===== config.mk =====
export PLATFORM = sky130hd
export DESIGN_NAME = html_markup_tokenizer
export DESIGN_NICKNAME = d
export VERILOG_FILES = /design/src/rtl/core/hml_pkg.sv /design/src/rtl/core/hml_step.sv /design/src/rtl/core/hml_tokq.sv /design/src/rtl/core/html_markup_tokenizer.sv
export SDC_FILE = /design/constraint.sdc
export NUM_CORES = 1
export LEC_CHECK = 0
export BUFFER_PORTS_ARGS = -buffer_cell sky130_fd_sc_hd__buf_2
export CAP_MARGIN = 20
export CORE_ASPECT_RATIO = 0.75
export CORE_MARGIN = 5
export CORE_UTILIZATION = 45
export CTS_CLUSTER_SIZE = 28
export DETAILED_ROUTE_END_ITERATION = 10
export GPL_TIMING_DRIVEN = 0
export SETUP_SLACK_MARGIN = 0.2
export SYNTH_ARGS = -nofsm -noshare
export SYNTH_HDL_FRONTEND = slang
export SYNTH_HIERARCHICAL = 1
export SYNTH_SLANG_ARGS = --single-unit

===== constraint.sdc =====
create_clock -name clk -period 13.1 [get_ports clk]
set_input_delay 1.965 -clock clk [delete_from_list [all_inputs] [get_ports clk]]
set_output_delay 1.965 -clock clk [all_outputs]
set_load 0.005 [all_outputs]

===== src/rtl/core/hml_pkg.sv =====
// ----------------------------------------------------------------------------
// hml_pkg
// Shared types and constants of the HTML markup tokenizer.
// ----------------------------------------------------------------------------
`default_nettype none

package hml_pkg;

    localparam int PeekBytes = 8;
    localparam int PatLen    = 7;
    localparam int QueueSize = 4;

    localparam logic [3:0] K_TEXT         = 4'd0;
    localparam logic [3:0] K_WS           = 4'd1;
    localparam logic [3:0] K_TAGOPEN      = 4'd2;
    localparam logic [3:0] K_CLOSETAGOPEN = 4'd3;
    localparam logic [3:0] K_TAGCLOSE     = 4'd4;
    localparam logic [3:0] K_SELFCLOSE    = 4'd5;
    localparam logic [3:0] K_EQUAL        = 4'd6;
    localparam logic [3:0] K_DQUOTE       = 4'd7;
    localparam logic [3:0] K_SQUOTE       = 4'd8;
    localparam logic [3:0] K_ESCAPE       = 4'd9;
    localparam logic [3:0] K_COMMENTOPEN  = 4'd10;
    localparam logic [3:0] K_COMMENTCLOSE = 4'd11;
    localparam logic [3:0] K_CDATAOPEN    = 4'd12;
    localparam logic [3:0] K_CDATACLOSE   = 4'd13;
    localparam logic [3:0] K_DOCTYPE      = 4'd14;

    localparam logic [7:0] CH_LT     = 8'h3C;
    localparam logic [7:0] CH_GT     = 8'h3E;
    localparam logic [7:0] CH_SLASH  = 8'h2F;
    localparam logic [7:0] CH_EQ     = 8'h3D;
    localparam logic [7:0] CH_DQ     = 8'h22;
    localparam logic [7:0] CH_SQ     = 8'h27;
    localparam logic [7:0] CH_BSL    = 8'h5C;
    localparam logic [7:0] CH_DASH   = 8'h2D;
    localparam logic [7:0] CH_RBRK   = 8'h5D;
    localparam logic [7:0] CH_LBRK   = 8'h5B;
    localparam logic [7:0] CH_BANG   = 8'h21;
    localparam logic [7:0] CH_D      = 8'h64;
    localparam logic [7:0] CH_SP     = 8'h20;
    localparam logic [7:0] CH_TAB    = 8'h09;
    localparam logic [7:0] CH_CR     = 8'h0D;
    localparam logic [7:0] CH_LF     = 8'h0A;

    typedef enum logic [3:0] {
        M_TEXT = 4'b0001,
        M_WS   = 4'b0010,
        M_TAG  = 4'b0100,
        M_BANG = 4'b1000
    } mode_t;

    typedef enum logic [1:0] {
        GO_ON   = 2'd0,
        GO_WAIT = 2'd1,
        GO_STOP = 2'd2
    } go_t;

    typedef struct packed {
        logic       e0_en;
        logic [3:0] e0_kind;
        logic       e1_en;
        logic [3:0] e1_kind;
        logic [3:0] take;
        mode_t      mode_next;
        go_t        go;
    } step_t;

    function automatic logic [7:0] pat_cdata(input logic [2:0] i);
        case (i)
            3'd0:    pat_cdata = 8'h5B;
            3'd1:    pat_cdata = 8'h43;
            3'd2:    pat_cdata = 8'h44;
            3'd3:    pat_cdata = 8'h41;
            3'd4:    pat_cdata = 8'h54;
            3'd5:    pat_cdata = 8'h41;
            3'd6:    pat_cdata = 8'h5B;
            default: pat_cdata = 8'h00;
        endcase
    endfunction

    function automatic logic [7:0] pat_doctype(input logic [2:0] i);
        case (i)
            3'd0:    pat_doctype = 8'h64;
            3'd1:    pat_doctype = 8'h6F;
            3'd2:    pat_doctype = 8'h63;
            3'd3:    pat_doctype = 8'h74;
            3'd4:    pat_doctype = 8'h79;
            3'd5:    pat_doctype = 8'h70;
            3'd6:    pat_doctype = 8'h65;
            default: pat_doctype = 8'h00;
        endcase
    endfunction

    function automatic logic [7:0] fold(input logic [7:0] c);
        fold = (c >= 8'h41 && c <= 8'h5A) ? c + 8'd32 : c;
    endfunction

    function automatic logic is_ws(input logic [7:0] c);
        is_ws = (c == CH_SP) || (c == CH_TAB) || (c == CH_CR) || (c == CH_LF);
    endfunction

endpackage

`default_nettype wire


===== src/rtl/core/hml_step.sv =====
// ----------------------------------------------------------------------------
// hml_step
// One lexer step: decides tokens, bytes taken and next mode from the head
// of the lookahead buffer.
// ----------------------------------------------------------------------------
`default_nettype none

module hml_step (
    input  hml_pkg::mode_t          mode,
    input  logic [7:0]              peek [hml_pkg::PeekBytes],
    input  logic [3:0]              cnt,
    input  logic                    fin,
    input  logic                    at_start,
    output hml_pkg::step_t          step
);
    import hml_pkg::*;

    logic       flush;
    logic       pat_done;
    logic       pat_wait;
    logic       pat_fail;
    logic       doc;
    logic [7:0] c;

    always_comb
    begin
        step           = '0;
        step.mode_next = mode;
        step.go        = GO_ON;
        flush          = 1'b0;
        pat_done       = 1'b0;
        pat_wait       = 1'b0;
        pat_fail       = 1'b0;
        doc            = (peek[1] != CH_LBRK);
        c              = 8'h00;
        case (mode)
            M_WS:
            begin
                if (cnt == 4'd0)
                begin
                    if (!fin)
                        step.go = GO_WAIT;
                    else
                    begin
                        step.e0_en   = 1'b1;
                        step.e0_kind = K_WS;
                        step.go      = GO_STOP;
                    end
                end
                else if (is_ws(peek[0]))
                    step.take = 4'd1;
                else
                begin
                    step.e0_en     = 1'b1;
                    step.e0_kind   = K_WS;
                    step.mode_next = M_TEXT;
                end
            end
            M_TAG:
            begin
                if (cnt == 4'd0)
                begin
                    if (!fin)
                        step.go = GO_WAIT;
                    else
                    begin
                        step.e0_en   = 1'b1;
                        step.e0_kind = K_TAGOPEN;
                        step.go      = GO_STOP;
                    end
                end
                else if (peek[0] == CH_BANG)
                    step.mode_next = M_BANG;
                else if (peek[0] == CH_SLASH)
                begin
                    step.take      = 4'd1;
                    step.e1_en     = 1'b1;
                    step.e1_kind   = K_CLOSETAGOPEN;
                    step.mode_next = M_TEXT;
                end
                else
                begin
                    step.e0_en     = 1'b1;
                    step.e0_kind   = K_TAGOPEN;
                    step.mode_next = M_TEXT;
                end
            end
            M_BANG:
            begin
                if (cnt < 4'd2)
                begin
                    if (!fin)
                        step.go = GO_WAIT;
                    else
                    begin
                        step.e0_en   = 1'b1;
                        step.e0_kind = K_TAGOPEN;
                        step.take    = 4'd1;
                        step.e1_en   = 1'b1;
                        step.e1_kind = K_TEXT;
                        step.go      = GO_STOP;
                    end
                end
                else if (peek[1] == CH_DASH)
                begin
                    if (cnt < 4'd3)
                    begin
                        if (!fin)
                            step.go = GO_WAIT;
                        else
                            pat_fail = 1'b1;
                    end
                    else if (peek[2] != CH_DASH)
                        pat_fail = 1'b1;
                    else
                    begin
                        step.take      = 4'd3;
                        step.e1_en     = 1'b1;
                        step.e1_kind   = K_COMMENTOPEN;
                        step.mode_next = M_TEXT;
                    end
                end
                else if (peek[1] == CH_LBRK || fold(peek[1]) == CH_D)
                begin
                    for (int i = 0; i < PatLen; i++)
                    begin
                        if (!pat_done)
                        begin
                            if (4'(i + 1) >= cnt)
                            begin
                                pat_done = 1'b1;
                                pat_wait = 1'b1;
                            end
                            else if (doc ? (fold(peek[i + 1]) != pat_doctype(3'(i)))
                                         : (peek[i + 1] != pat_cdata(3'(i))))
                            begin
                                pat_done = 1'b1;
                                pat_fail = 1'b1;
                            end
                        end
                    end
                    if (pat_wait)
                    begin
                        if (!fin)
                            step.go = GO_WAIT;
                        else
                            pat_fail = 1'b1;
                    end
                    else if (!pat_fail)
                    begin
                        step.take      = 4'd8;
                        step.e1_en     = 1'b1;
                        step.e1_kind   = doc ? K_DOCTYPE : K_CDATAOPEN;
                        step.mode_next = M_TEXT;
                    end
                end
                else
                    pat_fail = 1'b1;
                if (pat_fail)
                begin
                    step.e0_en     = 1'b1;
                    step.e0_kind   = K_TAGOPEN;
                    step.mode_next = M_TEXT;
                end
            end
            default:
            begin
                step.mode_next = M_TEXT;
                c              = peek[0];
                if (cnt == 4'd0)
                begin
                    if (!fin)
                        step.go = GO_WAIT;
                    else
                    begin
                        flush   = 1'b1;
                        step.go = GO_STOP;
                    end
                end
                else if (c == CH_LT)
                begin
                    flush          = 1'b1;
                    step.take      = 4'd1;
                    step.mode_next = M_TAG;
                end
                else if (c == CH_SLASH)
                begin
                    if (cnt < 4'd2)
                    begin
                        if (!fin)
                            step.go = GO_WAIT;
                        else
                            step.take = 4'd1;
                    end
                    else if (peek[1] == CH_GT)
                    begin
                        flush        = 1'b1;
                        step.take    = 4'd2;
                        step.e1_en   = 1'b1;
                        step.e1_kind = K_SELFCLOSE;
                    end
                    else
                        step.take = 4'd1;
                end
                else if (c == CH_GT || c == CH_EQ || c == CH_DQ || c == CH_SQ)
                begin
                    flush        = 1'b1;
                    step.take    = 4'd1;
                    step.e1_en   = 1'b1;
                    step.e1_kind = (c == CH_GT) ? K_TAGCLOSE :
                                   (c == CH_EQ) ? K_EQUAL :
                                   (c == CH_DQ) ? K_DQUOTE : K_SQUOTE;
                end
                else if (c == CH_BSL)
                begin
                    if (cnt < 4'd2)
                    begin
                        if (!fin)
                            step.go = GO_WAIT;
                        else
                        begin
                            flush        = 1'b1;
                            step.take    = 4'd1;
                            step.e1_en   = 1'b1;
                            step.e1_kind = K_ESCAPE;
                            step.go      = GO_STOP;
                        end
                    end
                    else
                    begin
                        flush        = 1'b1;
                        step.take    = 4'd2;
                        step.e1_en   = 1'b1;
                        step.e1_kind = K_ESCAPE;
                    end
                end
                else if (c == CH_DASH || c == CH_RBRK)
                begin
                    if (cnt < 4'd2)
                    begin
                        if (!fin)
                            step.go = GO_WAIT;
                        else
                            step.take = 4'd1;
                    end
                    else if (peek[1] != c)
                        step.take = 4'd1;
                    else if (cnt < 4'd3)
                    begin
                        if (!fin)
                            step.go = GO_WAIT;
                        else
                            step.take = 4'd1;
                    end
                    else if (peek[2] == CH_GT)
                    begin
                        flush        = 1'b1;
                        step.take    = 4'd3;
                        step.e1_en   = 1'b1;
                        step.e1_kind = (c == CH_DASH) ? K_COMMENTCLOSE : K_CDATACLOSE;
                    end
                    else
                        step.take = 4'd1;
                end
                else if (is_ws(c))
                begin
                    flush          = 1'b1;
                    step.mode_next = M_WS;
                end
                else
                    step.take = 4'd1;
                if (flush && !at_start)
                begin
                    step.e0_en   = 1'b1;
                    step.e0_kind = K_TEXT;
                end
            end
        endcase
    end

endmodule

`default_nettype wire


===== src/rtl/core/hml_tokq.sv =====
// ----------------------------------------------------------------------------
// hml_tokq
// Token queue: collects the tokens of one byte, then sends them out.
// ----------------------------------------------------------------------------
`default_nettype none

module hml_tokq (
    input  logic        clk,
    input  logic        rst_n,
    input  logic        clr,
    input  logic        push0,
    input  logic [3:0]  kind0,
    input  logic [31:0] beg0,
    input  logic [31:0] end0,
    input  logic        push1,
    input  logic [3:0]  kind1,
    input  logic [31:0] beg1,
    input  logic [31:0] end1,
    input  logic        send,
    input  logic        fin,
    output logic        done,
    output logic        m_axis_tvalid,
    input  logic        m_axis_tready,
    output logic [71:0] m_axis_tdata,   // token_kind, token_begin, token_end, pad
    output logic        m_axis_tlast,   // run_last
    output logic [0:0]  m_axis_tuser    // stream_done
);
    import hml_pkg::*;

    logic [3:0]  q_kind [QueueSize];
    logic [31:0] q_beg  [QueueSize];
    logic [31:0] q_end  [QueueSize];
    logic [2:0]  qn_reg, qn_next;
    logic [1:0]  rd_reg, rd_next;
    logic        empty;
    logic        last;
    logic        ok0;
    logic        ok1;

    assign ok0 = push0 && (qn_reg < 3'(QueueSize));
    assign ok1 = push1 && ((qn_reg + 3'(ok0)) < 3'(QueueSize));

    always_ff @(posedge clk)
    begin
        if (ok0)
        begin
            q_kind[qn_reg[1:0]] <= kind0;
            q_beg[qn_reg[1:0]]  <= beg0;
            q_end[qn_reg[1:0]]  <= end0;
        end
        if (ok1)
        begin
            q_kind[2'(qn_reg + 3'(ok0))] <= kind1;
            q_beg[2'(qn_reg + 3'(ok0))]  <= beg1;
            q_end[2'(qn_reg + 3'(ok0))]  <= end1;
        end
    end

    assign empty = (qn_reg == 3'd0);
    assign last  = ({1'b0, rd_reg} == qn_reg - 3'd1);
    assign m_axis_tvalid = send && !empty;
    assign m_axis_tdata  = {4'd0, q_end[rd_reg], q_beg[rd_reg], q_kind[rd_reg]};
    assign m_axis_tlast  = last;
    assign m_axis_tuser  = fin && last;
    assign done = send && (empty || (m_axis_tready && last));

    always_comb
    begin
        qn_next = qn_reg + 3'(ok0) + 3'(ok1);
        rd_next = rd_reg;
        if (m_axis_tvalid && m_axis_tready)
            rd_next = rd_reg + 2'd1;
        if (clr)
        begin
            qn_next = 3'd0;
            rd_next = 2'd0;
        end
    end

    always_ff @(posedge clk or negedge rst_n)
    begin
        if (!rst_n)
        begin
            qn_reg <= 3'd0;
            rd_reg <= 2'd0;
        end
        else
        begin
            qn_reg <= qn_next;
            rd_reg <= rd_next;
        end
    end

endmodule

`default_nettype wire


===== src/rtl/core/html_markup_tokenizer.sv =====
// ----------------------------------------------------------------------------
// html_markup_tokenizer
// Streaming HTML lexer: bytes in, tokens with begin and end offsets out.
// ----------------------------------------------------------------------------
// Flow: a byte is taken in idle, then the single step unit runs lexer
// steps until it must wait for more bytes, stops or hits a step guard,
// then the token queue sends its tokens. No new byte is taken until the
// tokens of the last one are sent.
// Reset and the final byte return the mode to text, and offsets and buffer fill to zero.
`default_nettype none

module html_markup_tokenizer #(
    parameter int OFFSET_BITS     = 32,
    parameter int LOOKAHEAD_DEPTH = 8
) (
    input  logic        clk,
    input  logic        rst_n,
    input  logic        s_axis_tvalid,
    output logic        s_axis_tready,
    input  logic [7:0]  s_axis_tdata,   // data_byte
    input  logic        s_axis_tlast,   // final_byte
    output logic        m_axis_tvalid,
    input  logic        m_axis_tready,
    output logic [71:0] m_axis_tdata,   // token_kind, token_begin, token_end, pad
    output logic        m_axis_tlast,   // run_last
    output logic [0:0]  m_axis_tuser    // stream_done
);
    import hml_pkg::*;

    localparam int CNT_W   = $clog2(LOOKAHEAD_DEPTH + 1);
    localparam int GUARD   = 4 * LOOKAHEAD_DEPTH + 16;
    localparam int GUARD_W = $clog2(GUARD);
    localparam int LOW_W   = (OFFSET_BITS < 32) ? OFFSET_BITS : 32;

    typedef enum logic [2:0] {
        ST_IDLE = 3'b001,
        ST_RUN  = 3'b010,
        ST_SEND = 3'b100
    } state_t;

    state_t                 state_reg, state_next;
    mode_t                  mode_reg, mode_next;
    logic [OFFSET_BITS-1:0] pos_reg, pos_next;
    logic [OFFSET_BITS-1:0] start_reg, start_next;
    logic [CNT_W-1:0]       cnt_reg, cnt_next;
    logic [GUARD_W-1:0]     guard_reg, guard_next;
    logic                   fin_reg, fin_next;
    logic [7:0]             buf_reg [LOOKAHEAD_DEPTH];
    logic [7:0]             buf_next [LOOKAHEAD_DEPTH];
    logic [7:0]             peek [PeekBytes];
    logic [3:0]             cnt_sat;
    logic [3:0]             take;
    logic [OFFSET_BITS-1:0] pos_adv;
    step_t                  step;
    logic                   run;
    logic                   q_done;
    logic                   accept;

    assign accept        = s_axis_tvalid && s_axis_tready;
    assign s_axis_tready = (state_reg == ST_IDLE);
    assign run           = (state_reg == ST_RUN);
    assign cnt_sat       = (cnt_reg > CNT_W'(PeekBytes)) ? 4'(PeekBytes) : 4'(cnt_reg);

    always_comb
    begin
        for (int i = 0; i < PeekBytes; i++)
            peek[i] = buf_reg[i];
    end

    hml_step u_step (
        .mode     (mode_reg),
        .peek     (peek),
        .cnt      (cnt_sat),
        .fin      (fin_reg),
        .at_start (pos_reg == start_reg),
        .step     (step)
    );

    assign take    = (step.take > cnt_sat) ? cnt_sat : step.take;
    assign pos_adv = pos_reg + OFFSET_BITS'(take);

    hml_tokq u_tokq (
        .clk           (clk),
        .rst_n         (rst_n),
        .clr           (q_done),
        .push0         (run && step.e0_en),
        .kind0         (step.e0_kind),
        .beg0          (32'(start_reg[LOW_W-1:0])),
        .end0          (32'(pos_reg[LOW_W-1:0])),
        .push1         (run && step.e1_en),
        .kind1         (step.e1_kind),
        .beg1          (step.e0_en ? 32'(pos_reg[LOW_W-1:0]) : 32'(start_reg[LOW_W-1:0])),
        .end1          (32'(pos_adv[LOW_W-1:0])),
        .send          (state_reg == ST_SEND),
        .fin           (fin_reg),
        .done          (q_done),
        .m_axis_tvalid (m_axis_tvalid),
        .m_axis_tready (m_axis_tready),
        .m_axis_tdata  (m_axis_tdata),
        .m_axis_tlast  (m_axis_tlast),
        .m_axis_tuser  (m_axis_tuser)
    );

    always_comb
    begin
        state_next = state_reg;
        mode_next  = mode_reg;
        pos_next   = pos_reg;
        start_next = start_reg;
        cnt_next   = cnt_reg;
        guard_next = guard_reg;
        fin_next   = fin_reg;
        for (int i = 0; i < LOOKAHEAD_DEPTH; i++)
            buf_next[i] = buf_reg[i];
        case (state_reg)
            ST_IDLE:
            begin
                if (accept)
                begin
                    fin_next   = s_axis_tlast;
                    guard_next = '0;
                    state_next = ST_RUN;
                    if (cnt_reg < CNT_W'(LOOKAHEAD_DEPTH))
                    begin
                        buf_next[cnt_reg[$clog2(LOOKAHEAD_DEPTH)-1:0]] = s_axis_tdata;
                        cnt_next = cnt_reg + 1'b1;
                    end
                end
            end
            ST_RUN:
            begin
                mode_next  = step.mode_next;
                pos_next   = pos_adv;
                start_next = step.e1_en ? pos_adv : (step.e0_en ? pos_reg : start_reg);
                cnt_next   = cnt_reg - CNT_W'(take);
                for (int i = 0; i < LOOKAHEAD_DEPTH; i++)
                begin
                    for (int j = 1; j <= PeekBytes; j++)
                    begin
                        if (take == 4'(j))
                            buf_next[i] = (i + j < LOOKAHEAD_DEPTH) ? buf_reg[i + j] : 8'h00;
                    end
                end
                guard_next = guard_reg + 1'b1;
                if (step.go != GO_ON || guard_reg == GUARD_W'(GUARD - 1))
                    state_next = ST_SEND;
            end
            ST_SEND:
            begin
                if (q_done)
                begin
                    state_next = ST_IDLE;
                    if (fin_reg)
                    begin
                        mode_next  = M_TEXT;
                        pos_next   = '0;
                        start_next = '0;
                        cnt_next   = '0;
                    end
                end
            end
            default: state_next = ST_IDLE;
        endcase
    end

    always_ff @(posedge clk)
    begin
        for (int i = 0; i < LOOKAHEAD_DEPTH; i++)
            buf_reg[i] <= buf_next[i];
        guard_reg <= guard_next;
        fin_reg   <= fin_next;
    end

    always_ff @(posedge clk or negedge rst_n)
    begin
        if (!rst_n)
        begin
            state_reg <= ST_IDLE;
            mode_reg  <= M_TEXT;
            pos_reg   <= '0;
            start_reg <= '0;
            cnt_reg   <= '0;
        end
        else
        begin
            state_reg <= state_next;
            mode_reg  <= mode_next;
            pos_reg   <= pos_next;
            start_reg <= start_next;
            cnt_reg   <= cnt_next;
        end
    end

endmodule

`default_nettype wire

==> key figures <==
Status
  – Status: finished clean

Global route
  – Grt peak-use layer: met1
  – Overall Global Routing Usage: 0.2790
  – Largest net degree at the start of global routing: 54
  – First-pass GRT wire length: roughly 130 mm
  – Met1 Track Usage GR: 0.4389
  – Grt met2 use: 0.3653
  – Number of global-route vias before repair: between 15000 and 20000
  – Initial antenna violation count: 4
  – Grt ovf: 0
  – Grt met3 use: 0.1045

Detailed routing
  – Vias: approximately 19000
  – DR vias/cell: 6.357
  – Initial DRC Count: 2548
  – Drt pass-1 iters: 5
  – Routed Antenna Nets: 0
  – Wire per inst: 28.80 µm
  – Drt drc: 0
  – Routed WL: roughly 86 mm

STA
  – Peak Freq: 0.1077 GHz
  – Final Hold Viols: 0
  – Worst Clk Skew: ~22 ps
  – Rel. slew slack: 0.2695
  – RSZ-0062 raised after global routing: false
  – Period utilization: 0.7089
  – Final min period: 9286 ps
  – Final setup viols: 0
  – Fin Setup TNS: 0 ps
  – Least-Margin Pin Slew: 1084 ps
  – Max Slew Vio Count: 0

CTS
  – CTS buffer count: 45
  – Post-CTS setup buffer count: 0
  – H-tree depth: 2
  – CTS clk-pin slew, worst paths: 60 ps
  – CTS sink cnt: 423
  – Clock buffer depth: 3
  – Post_cts resized: 0
  – CTS root buffer: clkbuf_16
  – Worst-Skew Late Latency: slightly below 600 ps
  – CTS Hold Bufs: 0
  – CTS tree: built

Placed design
  – Routability cong.: ~1.0
  – Port Buffers: 84
  – Hpwl dp: 62.59 mm

Pwr
  – Static leakage: 10.98 nW
  – Peak supply drop: between 0.09 and 0.1 mV
  – Seq pwr share: 0.322
  – Sw Share: 0.4129
  – Internal power: 3.232 mW
  – Clk pwr share: 0.243
  – Comb power frac: 0.435
  – Switch Pwr: 2.273 mW
  – Pwr dens: 195.4 nW/µm²

Floorplanning
  – Chip Height: 214.6 µm
  – Cell Rows: 75
  – Full die area: 60680 µm²
  – Starting density of the core: 0.4520
  – Top Ports: a little under 90
  – Die Wd: 282.8 µm
  – Core area: 55550 µm²

Synth
  – Synth warnings: 6
  – Distinct cell type count after synthesis: 90
  – Yosys reg bits: 423
  – EDFF count, synth: 343
  – Ys async rst share: 0.1891
  – Post-synthesis instance area: 25110 µm²
  – Seq/Total Area, Yosys: 0.4900
  – Syn avg cell area: 12.08 µm²
  – Top FF cell, synth: edfxtp_1
  – Syn Inst Count: 2078

Critical path
  – CP Launch Type: flip-flop
  – Reg2reg path depth: 24
  – Crit-path max FO: 11
  – Crit end category: flip-flop
  – Crit path arrival time: between 9000 and 10000 ps
  – WP data required: 13440 ps
  – Critical path class: flip-flop to flip-flop

Cells and area
  – Area Growth Syn to Fin: 12.20%
  – Layout cell share with drive strength beyond 1: 0.2855
  – Util after Layout: 0.5072
  – Most frequent cells in the layout: edfxtp_1, mux2_2, buf_2
  – FILL cells: 4929
  – Most common cell after layout, fill and taps aside: edfxtp_1
  – Fin nets: 2267

Hold path
  – WHS Path Cells: 1
  – Worst min path class: flip-flop to flip-flop

Run
  – Max cap viols: 0
## worst max-delay path, stage by stage, from the launching register on
cell	delay [ps]
edfxtp_1	510
ha_1	330
nor2b_1	130
o21ai_0	800
a21oi_1	390
o2111ai_1	750
a211o_1	260
a31oi_2	110
nand3_1	240
inv_1	200
ha_1	390
and4_1	180
buf_1	170
a211oi_2	730
a21o_1	150
clkbuf_1	500
clkbuf_1	700
ha_1	280
a21o_1	90
a21oi_1	120
o21bai_1	680
nand3_2	330
or3_4	480
xnor2_1	210
mux2_2	310
## power groups by stage
stage / logic (mW) / registers, mW / clock network [mW]
6_report: 2.40 / 1.77 / 1.34
5_1_grt: 2.56 / 1.78 / 1.41
4_1_cts: 2.32 / 1.77 / 1.36
3_5_place_dp: 2.31 / 1.79 / 0
3_3_place_gp: 2.29 / 1.79 / 0
2_1_floorplan: 1.52 / 1.74 / 0
## cells by family after synthesis
| group | count (synthesis) | synth area share |
|---|---|---|
| multiplexers | 403 | 0.2113 |
| adder cells (fa/ha/maj) | 30 | 0.01555 |
| AND/OR/NAND/NOR | 435 | 0.08774 |
| AO/OA/AOI/OAI | 482 | 0.1264 |
| XOR/XNOR | 83 | 0.02955 |
| flip-flops | 423 | 0.4900 |
| buffers and inverters | 220 | 0.03921 |
| other | 2 | 0.0002991 |
## routing by layer
metal / vias to the layer above / part of all wire
met2: 1000 / 0.39
met3: 124 / 0.13
met4: 8 / 0.020
met1: 9564 / 0.46
li1: 8325 / -
met5: - / 0.0021
## cells in the mapped netlist (9+ instances only)
cell type  number  area (µm²)
a21o_1         26       195.2
o22ai_1        59       369.1
or4_1           9       67.56
edfxtp_1      343       10300
nand2_1       116       435.4
a22oi_1        10       75.07
a21oi_1       113       565.5
buf_1           9       33.78
nand4_1        12       75.07
o21ai_0       101       505.5
o31ai_1        12       90.09
clkbuf_1       74       277.8
inv_1          69       259.0
a21boi_0       15       112.6
or3_1           9       56.30
ha_1           28       350.3
xor2_1         46       402.9
o221a_2         9       101.4
nand3_1        46       230.2
mux2i_1        28       280.3
xnor2_1        35       306.5
o32a_1         16       160.2
a22o_1         13       113.9
dfrtp_1        78        1952
nor3_1         21       105.1
mux2_4         10       150.1
mux2_2        297        3344
nor2_1        114       427.9
buf_4          10       75.07
mux4_2         68        1531
buf_2          48       240.2
nor3b_1         9       67.56
nand2b_1        9       56.30
nor2b_1        15       93.84
nor4_1         13       81.33
a211oi_1       31       232.7
## layout make-up
| cell class | instances | area [µm²] | share of cell area |
|---|---|---|---|
| plain buffers | 150 | 721.9 | 0.02562 |
| repair buffers | 94 | 593.1 | 0.02105 |
| inverters | 70 | 262.8 | 0.009325 |
| multi-input cells | 1440 | 11870 | 0.4213 |
| flip-flops and latches | 423 | 12300 | 0.4367 |
| well taps | 731 | 914.6 | 0.03246 |
| clock inverters | 23 | 284.0 | 0.01008 |
| diodes | 2 | 5.005 | 0.0001776 |
| clock buffers | 59 | 1219 | 0.04325 |
## metrics by stage
stage	hold WS, ps	setup slack (ps)	instance area, µm²	instances	power, mW
global route	563.6	3582	28170	2990	5.757
detailed placement	541.8	4528	26670	2908	4.102
global placement	505.7	2802	26470	2898	4.081
finish	548.1	3814	28180	2992	5.505
CTS	550.8	4556	28170	2990	5.442
floorplan	489.1	6329	25130	2083	3.258
## path summary, 6_finish.rpt
path                                            endpoint  slack, ps                    startpoint
setup / recovery           u_tokq/q_end[1][31]$_DFFE_PP_       3810  buf_reg[1][29]$_SDFFCE_PP0P_
hold / removal                   mode_reg[0]$_DFFE_PN1P_        550       mode_reg[0]$_DFFE_PN1P_
max in group asynchronous        pos_reg[28]$_DFFE_PN0P_      11110                         rst_n
min in group asynchronous       start_reg[3]$_DFFE_PN0P_       1320                         rst_n
hold reg to reg                  mode_reg[0]$_DFFE_PN1P_        550       mode_reg[0]$_DFFE_PN1P_
setup reg to reg           u_tokq/q_end[1][31]$_DFFE_PP_       3810  buf_reg[1][29]$_SDFFCE_PP0P_
Power figures use the tool's default switching activity.
